[src/hdl/aabb_pkg.sv]
// ----------------------------------------------------------------------------
// aabb_pkg: shared types and constants
// Fixed-point widths and the per-slot record used by the box table.
// ----------------------------------------------------------------------------
package aabb_pkg;
	localparam int POS_W  = 24;
	localparam int HALF_W = 16;
	localparam int MOV_W  = 16;
	localparam int APP_W  = 25;
	localparam int EXT_W  = 27;
	localparam logic signed [EXT_W-1:0] POS_MAX = EXT_W'(8388607);
	localparam logic signed [EXT_W-1:0] POS_MIN = -EXT_W'(8388608);
	localparam logic OP_WRITE = 1'b0;
	localparam logic OP_MOVE  = 1'b1;

	typedef struct packed {
		logic signed [POS_W-1:0] x;
		logic signed [POS_W-1:0] y;
		logic [HALF_W-1:0]       hw;
		logic [HALF_W-1:0]       hh;
	} entry_t;

	function automatic logic signed [POS_W-1:0] sat24(input logic signed [EXT_W-1:0] v);
		if (v > POS_MAX)
			return POS_MAX[POS_W-1:0];
		else if (v < POS_MIN)
			return POS_MIN[POS_W-1:0];
		else
			return v[POS_W-1:0];
	endfunction
endpackage

[src/hdl/aabb_cell.sv]
// ----------------------------------------------------------------------------
// aabb_cell: one slot of the box table
// Holds an entry and its flags; passes its contents to the next cell each
// shift so the table circulates past the slide unit.
// ----------------------------------------------------------------------------
module aabb_cell (
	input  logic            clk,
	input  logic            arst_n,
	input  logic            shift,
	input  logic            load,
	input  aabb_pkg::entry_t load_e,
	input  logic [1:0]      load_f,
	input  aabb_pkg::entry_t prev_e,
	input  logic [1:0]      prev_f,
	output aabb_pkg::entry_t e,
	output logic [1:0]      f
);
	import aabb_pkg::*;

	entry_t e_q;
	logic [1:0] f_q;

	always_ff @(posedge clk) begin
		if (load)
			e_q <= load_e;
		else if (shift)
			e_q <= prev_e;
	end

	always_ff @(posedge clk or negedge arst_n) begin
		if (!arst_n)
			f_q <= '0;
		else if (load)
			f_q <= load_f;
		else if (shift)
			f_q <= prev_f;
	end

	assign e = e_q;
	assign f = f_q;
endmodule

[config.mk]
export PLATFORM = sky130hd
export DESIGN_NAME = aabb_cell
export DESIGN_NICKNAME = d
export VERILOG_FILES = /design/src/hdl/aabb_pkg.sv /design/src/hdl/aabb_cell.sv
export SDC_FILE = /design/constraint.sdc
export NUM_CORES = 1
export LEC_CHECK = 0
export ABC_AREA = 1
export ABC_CLOCK_PERIOD_IN_PS = 800
export BUFFER_PORTS_ARGS = -buffer_cell sky130_fd_sc_hd__buf_2
export CORE_MARGIN = 2
export CORE_UTILIZATION = 36
export CTS_CLUSTER_DIAMETER = 40
export CTS_CLUSTER_SIZE = 24
export DETAILED_ROUTE_END_ITERATION = 8
export GPL_TIMING_DRIVEN = 0
export HOLD_SLACK_MARGIN = 0.03
export PLACE_DENSITY = 0.68
export SLEW_MARGIN = 25
export SYNTH_ARGS = -nofsm -noshare
export SYNTH_HDL_FRONTEND = slang
export SYNTH_SLANG_ARGS = --single-unit
[constraint.sdc]
create_clock -name clk -period 0.8 [get_ports clk]
set_input_delay 0.16 -clock clk [delete_from_list [all_inputs] [get_ports clk]]
set_output_delay 0.16 -clock clk [all_outputs]
set_load 0.005 [all_outputs]
Word-level counts from Yosys, hierarchy flattened
Cells that the tools add are included.

Mux-type cells: 4. Reductions and logical operators: 1.

Operators by type and width (number): 80-bit two-way mux (2); 2-bit two-way mux (2); 2-bit nonzero test (1).

Register bits after elaboration: 82. Input port bits: 168. Output and inout bits: 82. Logic and storage cells: 10.

Logic depth before layout (Yosys ltp)
Gate-level depths: netlist of the first run.

Word-level depth: 2. Gate-level depth with buffers: 4. Mapped depth without buffers: 3.

Worst setup path before layout of the first run
No wires, ideal clock.

Kind: input port to flip-flop. Start point: input load. End point: register e_q, in the netlist e[0], enable pin. Setup time: 434 ps. Data arrival time: 1924 ps. Data required time: 366 ps. Path slack: -1558 ps. Stages on the path: 3. Buffers on the path: 1. Path through: buf_6 nor2_1 inv_1.

Cells in the longest elaborated chain, start to end: 1.

Ends and longest elaborated chain: start, declared (RTL line aabb_cell.sv:10) `input logic load,`; 2-bit nonzero test (no line); end signal, assigned (RTL line aabb_cell.sv:25) `e_q <= load_e;`; end signal, assigned (RTL line aabb_cell.sv:27) `e_q <= prev_e;`; end, declared (RTL line aabb_cell.sv:20) `entry_t e_q;`.

Every way passes these cells. A chain may end at the register's enable or synchronous reset.

Worst setup path after layout of the first run
Start point: register e_q, in the netlist e[0]. End point: output e[0] (netlist bit).

RTL lines: end, declared (RTL line aabb_cell.sv:15) `output aabb_pkg::entry_t e,`.

No word-level cell between the ends.

==> flow_metrics.py, run 1 <==
metrics = {
    "timing": {
        "finalSetupViolCount": 82,
        "timing.fmax_mhz": 944,
        "fin_skew_ps": 0,
        "whs_ps": 51.2,
        "rsz0062_at_grt": "true",
        "setup_tns_ps": -16170,
        "drv_slew": 0,
        "hold_viol": 0,
        "worst_slew_pin_slew_ps": 267,
        "slew_headroom": 0.822,
        "fin_ws_ps": -259,
        "fin_crit_ps": 1060,
        "period_share": 1.32,
    },
    "critical_path": {
        "critical_path_buf_inv_count": 1,
        "crit_chain": "buf_2",
        "cp_top_family": "flip-flops",
        "slowest_delay_ps": 420,
        "ff2ff_path_depth": 3,
        "path_class": "flop to output port",
        "cp_slowest_cell": "edfxtp_1",
        "start_kind": "flop",
        "r2r_start": "f[0]",
        "critPathRequiredTime_ps": 640,
        "reg2reg_slack_ps": 60,
        "critical_path.max_fanout": 1,
        "arrival_ps": 900,
        "worst_setup_path_end_kind": "output port",
        "r2r-end": "f[0]",
    },
    "power": {
        "pwr-share-clk": 0.284,
        "report.power.total_uw": 9800,
        "switchingPower_uw": 2330,
        "max-vdd-ir-drop_uv": 905,
        "power_frac_seq": 0.548,
        "p_leak_uw": 0.00282,
        "p_comb_frac": 0.168,
        "swShare": 0.237,
        "internal_power_uw": 7480,
        "power_density_mw_per_mm2": 1850,
    },
    "route": {
        "vias_per_cell": 4.29,
        "postRouteAntennaNets": 0,
        "wire_per_inst_um": 13.2,
        "vias": 3265,
        "routed_wl_um": 10100,
        "drcViolationCount": 0,
        "drt_iter0_markers": 96,
        "dr.pass1.iters": 4,
    },
    "clock_network": {
        "h-tree-depth": 3,
        "clkTransAtPathRegs_ps": 90,
        "cts_made_buffers": 9,
        "root_buffer": "clkbuf_8",
        "cts_tree": "built",
        "cts.sinks": 82,
        "cts.path.max_buffers": 2,
        "insertion_delay_ps": 330,
    },
    "die": {
        "die_h_um": 103,
        "io_pins": 250,
        "die_area_sq_mm": 0.0106,
        "num_rows": 36,
        "chipWidth_um": 103,
        "core_sq_mm": 0.00964,
        "start_util": 0.367,
    },
    "layout": {
        "num_antenna_cells": 0,
        "regArea_sq_mm": 0.00245,
        "fin_util": 0.550,
        "stdcell_count": 761,
        "drive_above_1_share": 0.470,
        "nFillCells": 893,
        "multi_input_area_sq_um": 947,
        "layout.nets": 791,
        "area_growth_pct": 49.9,
    },
    "logic_synthesis": {
        "synth_top_area_share": 0.680,
        "yosys_register_bits": 82,
        "syn-cell-area_sq_mm": 0.00353,
        "syn_inst": 350,
        "synth_area_per_cell_sq_um": 10.1,
        "yosys.area.top_type": "edfxtp_1",
        "ys_seq_area_frac": 0.694,
        "synth_nets": 518,
        "yosys_warnings": 0,
        "yosysUniqueCellTypes": 9,
        "ys_top_cells_by_area": "edfxtp_1 68%, nand2_1 26%, buf_6 2.5%, dfrtp_1 1.4%, buf_2 1.3%",
    },
    "global_route": {
        "grt-ovfl-total": 0,
        "gr-usage-all-layers": 0.184,
        "grt_antenna_before_repair": 0,
        "grt_pass1_vias": 3002,
        "grt_start_max_net_pins": 30,
        "grt_pass1_wl_um": 14600,
    },
    "worst_hold_path": {
        "min_path_type": "input pin to flop",
        "hold-path-endpoint": "f[1]",
        "min_from": "load_f[1]",
        "whs_path_depth": 3,
    },
    "placement": {
        "dp.cells": 734,
        "dp_hpwl_um": 7430,
        "place_congestion": 0.757,
        "portBuffers": 249,
    },
    "outcome": {
        "status": "finished with violations",
        "violations": "setup timing",
    },
    "run": {
        "maxCapViolCount": 0,
    },
}
routing by layer:
layer	global-route usage	vias up	part of all wire
met5	0	-	0
met3	0.0427	11	0.075
met4	0.0678	0	0.013
met2	0.331	147	0.51
met1	0.212	1441	0.40
li1	-	1666	-
cell type report:
type / instances / share of cell area
Tap cell: 133 / 0.0314
Clock inverter: 2 / 0.00189
Clock buffer: 14 / 0.0326
Buffer: 16 / 0.0243
Sequential cell: 82 / 0.463
Inverter: 2 / 0.00260
Timing Repair inverter: 2 / 0.00283
Multi-Input combinational cell: 249 / 0.179
Timing Repair Buffer: 261 / 0.263
cell usage after synthesis:
cell type	n
inv_2	1
buf_2	9
dfrtp_1	2
inv_1	1
nor2_1	1
buf_6	8
edfxtp_1	80
nand3_1	4
nand2_1	244
kinds of logic (layout without fill, tap and decap cells):
logic type / count (synthesis) / after routing / synth area share
buf+inv: 19 / 297 / 0.0404
simple gates: 249 / 249 / 0.266
flops: 82 / 82 / 0.694
state kept, by name, indices dropped and copies added, names as in the netlist:
register,flops
f,2
e,80
how the worst max path moves through the flow:
stage | startpoint | end | slack, ps | cells past startpoint
floorplan | load | e[0] | -1160 | 3
global placement | load | e[58] | -1850 | 4
detailed placement | load | e[46] | -910 | 5
CTS | e[0] | e[0] | -280 | 1
global route | e[0] | e[0] | -280 | 1
finish | e[0] | e[0] | -260 | 1
per-stage QoR:
stage | setup WS [ps] | cell area (sq um)
global route | -281 | 5300
detailed placement | -914 | 5010
global placement | -1850 | 4970
CTS | -278 | 5330
finish | -259 | 5300
floorplan | -1160 | 3550
what timing repair did:
item	in CTS	in global routing
pin swaps	1	1
setup endpoints to repair	162	183
buffers inserted	8	1
hold endpoints to repair	2	0
gates cloned	4	0
hold buffers	1	0
resized for setup	11	3
power groups by stage:
stage	logic (uW)	registers, uW	clock network (uW)
2_1_floorplan	490	5550	0
3_3_place_gp	1560	5460	0
3_5_place_dp	1600	5470	0
4_1_cts	1690	5370	2890
5_1_grt	1860	5410	3050
6_report	1650	5370	2790
cell usage in the layout (no fill, tap or decap):
cell,synthesis,layout
clkinvlp_4,0,3
dfrtp_1,2,2
edfxtp_1,80,80
clkbuf_4,0,1
buf_8,0,1
dlygate4sd3_1,0,1
buf_12,0,1
clkbuf_1,0,2
buf_16,0,1
clkbuf_8,0,12
inv_4,0,1
buf_4,0,7
nand2_1,244,244
buf_6,8,10
nand3_1,4,4
nor2_4,0,1
clkinv_2,0,2
buf_2,9,255
Note: power is estimated with default switching activity, not from simulation.
==> run 2: changes to the inputs <==
==> constraint.sdc (replaced) <==
create_clock -name clk -period 0.8 [get_ports clk]
set_input_delay 0.24 -clock clk [delete_from_list [all_inputs] [get_ports clk]]
set_output_delay 0.24 -clock clk [all_outputs]
set_load 0.005 [all_outputs]
==> run 2 against run 1 <==
  * The flow still finishes with violations (setup timing)
  * Global-route usage up 0.48 points
  * Die area unchanged
  * Clock skew is the same
  * Sequential share of layout area fell by 1.7 points
  * Register-to-register slack worse by 130 ps
  * Clock-buffer cell count decreased by 3
  * Wire length increased by 5.8%
  * Worst setup slack got worse by 62 ps
  * Flip-flop and latch count stayed put
  * First-iteration DRC count shrank 41%
  * Sequential power hardly changed
  * Via count increased by 1.4%
==> flow_metrics.py, run 2 (synthesis results as in run 1) <==
metrics = {
    "outcome": {
        "status": "finished with violations",
        "violations": "setup timing",
    },
    "layout": {
        "num_antenna_cells": 0,
        "layout.nets": 802,
        "area_growth_pct": 55.8,
        "fin_util": 0.571,
        "final_area_sq_mm": 0.00551,
        "nFillCells": 918,
        "largest_reg_flops": 80,
        "mostFrequentLayoutCells": "257 x buf_2, 242 x nand2_1, 80 x edfxtp_1, 15 x buf_6, 9 x clkbuf_8",
        "multi_input_area_sq_um": 957,
        "regArea_sq_mm": 0.00245,
        "final_common_cell": "buf_2",
        "drive_above_1_share": 0.479,
    },
    "power": {
        "power_density_mw_per_mm2": 1750,
        "p_leak_uw": 0.00293,
        "pwr-share-clk": 0.257,
        "power_frac_seq": 0.556,
        "p_comb_frac": 0.187,
        "switchingPower_uw": 2360,
        "swShare": 0.244,
        "internal_power_uw": 7300,
        "max-vdd-ir-drop_uv": 808,
    },
    "timing": {
        "slew_headroom": 0.851,
        "timing.fmax_mhz": 892,
        "rsz0062_at_grt": "true",
        "drv_slew": 0,
        "fin_skew_ps": 0,
        "fin_ws_ps": -321,
        "hold_viol": 0,
        "period_share": 1.40,
        "worst_slew_pin_slew_ps": 222,
        "fin_crit_ps": 1120,
        "finalSetupViolCount": 163,
    },
    "clock_network": {
        "h-tree-depth": 3,
        "cts.path.max_buffers": 2,
        "cts_made_buffers": 9,
        "cts.sinks": 82,
        "root_buffer": "clkbuf_8",
        "clkTransAtPathRegs_ps": 80,
        "insertion_delay_ps": 340,
        "cts_tree": "built",
    },
    "global_route": {
        "grt_antenna_before_repair": 0,
        "grt_start_max_net_pins": 25,
        "grt_pass1_wl_um": 14700,
        "grt-ovfl-total": 0,
        "grt_pass1_vias": 3146,
        "gr-usage-all-layers": 0.188,
    },
    "critical_path": {
        "cp_slowest_cell": "edfxtp_1",
        "crit_chain": "buf_2",
        "critPathRequiredTime_ps": 560,
        "r2r_start": "f[0]",
        "crit_path_start": "e[0]",
        "critical_path_buf_inv_count": 1,
        "start_kind": "flop",
        "path_class": "flop to output port",
        "critical_path.max_fanout": 1,
        "arrival_ps": 880,
        "crit_end": "e[0]",
        "r2r-end": "f[0]",
        "reg2reg_slack_ps": -70,
        "ff2ff_path_depth": 4,
        "cp.depth": 1,
        "worst_setup_path_end_kind": "output port",
        "slowest_delay_ps": 390,
        "cp_top_family": "flip-flops",
    },
    "route": {
        "vias_per_cell": 4.29,
        "vias": 3311,
        "wire_per_inst_um": 13.8,
        "routed_wl_um": 10700,
        "drcViolationCount": 0,
        "postRouteAntennaNets": 0,
        "dr.pass1.iters": 4,
        "drt_iter0_markers": 57,
    },
    "worst_hold_path": {
        "min_path_type": "input pin to flop",
    },
    "die": {
        "die_h_um": 103,
        "num_rows": 36,
        "io_pins": 250,
        "start_util": 0.367,
        "chipWidth_um": 103,
        "die_area_sq_mm": 0.0106,
        "core_sq_mm": 0.00964,
    },
    "run": {
        "maxCapViolCount": 0,
    },
    "placement": {
        "dp_hpwl_um": 7930,
        "dpl-instance-area_sq_mm": 0.00501,
        "portBuffers": 249,
        "place_congestion": 0.770,
    },
}
## run 2: per-layer routing
metal | share of wire | GRT usage
met3 | 0.092 | 0.0576
met5 | 0 | 0
met1 | 0.38 | 0.198
met4 | 0.018 | 0.0820
met2 | 0.51 | 0.346
## run 2: area by class of cell
class | count | share of cell area
plain buffers | 17 | 0.0261
clock buffers | 11 | 0.0239
inverters | 2 | 0.00205
repair buffers | 272 | 0.293
flip-flops and latches | 82 | 0.445
clock inverters | 5 | 0.00386
repair inverters | 1 | 0.00136
well taps | 133 | 0.0302
multi-input cells | 249 | 0.174
## run 2: worst min path at each step
stage          cells after the start   end  slack (ps)      start
5_1_grt                            3  f[1]         110  load_f[1]
3_5_place_dp                       1  f[0]          30     arst_n
3_3_place_gp                       1  f[0]          20     arst_n
2_1_floorplan                      0  f[0]         -60     arst_n
6_report                           3  f[1]         120  load_f[1]
4_1_cts                            3  f[1]         100  load_f[1]
## run 2: through the flow
stage                     hold WS, ps  instances  setup WS, ps  total power, uW  TNS [ps]
after floorplan                 -55.6        350         -1240             6040   -100730
after global placement           24.8        732         -1920             7030   -175510
after detailed placement         29.4        734         -1100             7100   -107150
after CTS                        96.2        768          -340             9740    -38310
after global routing              109        772          -362            10200    -39640
final                             123        772          -321             9660    -35630
## run 2: repair_timing
| action | CTS | global route |
|---|---|---|
| hold endpoints to repair | 2 | 0 |
| resized for setup | 17 | 10 |
| hold buffers | 1 | 0 |
| cloned | 4 | 3 |
| endpoints found under the setup margin | 162 | 163 |
| pin swaps | 1 | 2 |
| setup buffers | 13 | 5 |
## run 2: power groups by stage
stage                     clock [uW]  sequential, uW  combinational [uW]
after global routing            2750            5420                2010
after global placement             0            5450                1570
after CTS                       2570            5370                1800
after floorplan                    0            5550                 490
final                           2480            5370                1810
after detailed placement           0            5470                1630
==> run 3: changes to the inputs <==
- ABC_CLOCK_PERIOD_IN_PS: 800 -> 1150
- clock period: 0.8 -> 1.15 ns (I/O delays scaled with it)
==> run 3 against run 2 <==
  * The run still ends with setup timing left
  * Via count is 1.4% lower
  * Sequential power decreased by 31%
  * First-iteration DRC count is 8.8% higher
  * Clock-buffer cell count is 3 higher
  * Flip-flop and latch count unchanged
  * Global-route usage shrank 1.2 points
  * Wire length down 6.3%
  * Cell area fell by 2.6%
  * Largest power group unchanged
==> flow_metrics.py, run 3 (synthesis results as in run 1) <==
metrics = {
    "layout": {
        "layout.nets": 792,
        "area_growth_pct": 51.6,
        "final_common_cell": "buf_2",
        "mostFrequentLayoutCells": "257 x buf_2, 244 x nand2_1, 80 x edfxtp_1, 12 x clkbuf_8, 7 x buf_6",
        "drive_above_1_share": 0.471,
        "num_antenna_cells": 0,
        "largest_reg_flops": 80,
    },
    "timing": {
        "whs_ps": 235,
        "fin_ws_ps": -85.9,
        "drv_slew": 0,
        "rsz0062_at_grt": "true",
        "finalSetupViolCount": 82,
        "timing.fmax_mhz": 809,
        "hold_viol": 0,
        "slew_headroom": 0.819,
        "worst_slew_pin_slew_ps": 272,
        "period_share": 1.07,
        "fin_skew_ps": 0,
        "fin_crit_ps": 1240,
    },
    "clock_network": {
        "cts_tree": "built",
        "root_buffer": "clkbuf_8",
        "cts.sinks": 82,
        "h-tree-depth": 3,
        "clkTransAtPathRegs_ps": 90,
        "cts.path.max_buffers": 2,
        "cts_made_buffers": 9,
        "insertion_delay_ps": 330,
    },
    "critical_path": {
        "critical_path.max_fanout": 1,
        "critical_path_buf_inv_count": 1,
        "cp.depth": 1,
        "arrival_ps": 890,
        "worst_setup_path_end_kind": "output port",
        "slowest_delay_ps": 410,
        "crit_chain": "buf_2",
        "path_class": "flop to output port",
        "critPathRequiredTime_ps": 810,
        "start_kind": "flop",
        "ff2ff_path_depth": 3,
        "cp_top_family": "flip-flops",
        "cp_slowest_cell": "edfxtp_1",
    },
    "die": {
        "num_rows": 36,
        "chipWidth_um": 103,
        "io_pins": 250,
        "core_sq_mm": 0.00964,
        "die_area_sq_mm": 0.0106,
        "start_util": 0.367,
        "die_h_um": 103,
    },
    "placement": {
        "portBuffers": 249,
        "dp_hpwl_um": 7430,
        "place_congestion": 0.757,
        "pre_cts_slack_ps": -749,
    },
    "route": {
        "dr.pass1.iters": 4,
        "vias": 3264,
        "drt_iter0_markers": 62,
        "routed_wl_um": 10000,
        "wire_per_inst_um": 13.1,
        "postRouteAntennaNets": 0,
        "vias_per_cell": 4.28,
        "drcViolationCount": 0,
    },
    "outcome": {
        "status": "finished with violations",
        "violations": "setup timing",
    },
    "power": {
        "switchingPower_uw": 1640,
        "p_leak_uw": 0.00285,
        "max-vdd-ir-drop_uv": 627,
        "swShare": 0.239,
        "internal_power_uw": 5220,
        "pwr-share-clk": 0.285,
        "p_comb_frac": 0.171,
        "power_frac_seq": 0.544,
        "power_density_mw_per_mm2": 1280,
    },
    "worst_hold_path": {
        "min_path_type": "input pin to flop",
        "whs_path_depth": 3,
    },
    "global_route": {
        "grt_pass1_wl_um": 14100,
        "grt_pass1_vias": 2976,
        "gr-usage-all-layers": 0.177,
        "grt_start_max_net_pins": 31,
        "grt_antenna_before_repair": 0,
        "grt-ovfl-total": 0,
    },
    "run": {
        "maxCapViolCount": 0,
    },
}
run 3: worst paths after layout:
check	start	endpoint	slack, ps
setup / recovery	e[0]	e[0]	-90
max in group asynchronous	arst_n	f[0]	700
hold reg to reg	f[1]	f[1]	580
setup reg to reg	f[0]	f[0]	410
min in group asynchronous	arst_n	f[1]	340
hold / removal	load_f[1]	f[1]	230
run 3: what timing repair did:
item,4_1_cts,5_1_grt
setup endpoints to repair,162,133
resized for setup,1,5
pin swaps,0,1
hold buffers,1,0
gates cloned,1,2
hold endpoints to repair,2,0
setup buffers,2,6
run 3: power by group through the flow:
| stage | registers (uW) | logic (uW) | clock network, uW |
|---|---|---|---|
| after detailed placement | 3800 | 1110 | 0 |
| after global placement | 3800 | 1080 | 0 |
| after CTS | 3740 | 1130 | 2010 |
| after floorplan | 3860 | 341 | 0 |
| after global routing | 3770 | 1320 | 2110 |
| final | 3730 | 1170 | 1960 |
run 3: metrics by stage:
step           utilization  cell area [sq um]  total power [uW]  setup TNS (ps)  std cells
5_1_grt              0.556               5360              7200           -6450        762
3_5_place_dp         0.519               5010              4920          -59840        734
2_1_floorplan            -               3550              4200          -79300        350
6_report             0.556               5360              6860           -2780        762
3_3_place_gp         0.515               4970              4880         -138710        732
4_1_cts              0.542               5220              6880           -4770        754
run 3: worst register-to-register path, delay by kind of cell (launching register included):
family                 cells  cell delay [ps]
buffers and inverters      1              130
DFF                        1              380
and+or+nand+nor            2              120
run 3: layer usage:
metal | up-vias | GRT usage | routed length, um
met5 | - | 0 | 0
met3 | 12 | 0.0427 | 797
met1 | 1424 | 0.205 | 4010
li1 | 1670 | - | -
met2 | 158 | 0.314 | 5050
met4 | 0 | 0.0678 | 147
run 3: final cells by class:
class | instances | area [sq um]
buffer | 17 | 144
clock buffer | 14 | 173
multi-input combinational | 249 | 947
inverter | 2 | 11.3
timing repair inverter | 1 | 7.51
tap | 133 | 166
clock inverter | 2 | 10.0
fill | 892 | 4280
timing repair buffer | 262 | 1450
sequential | 82 | 2450
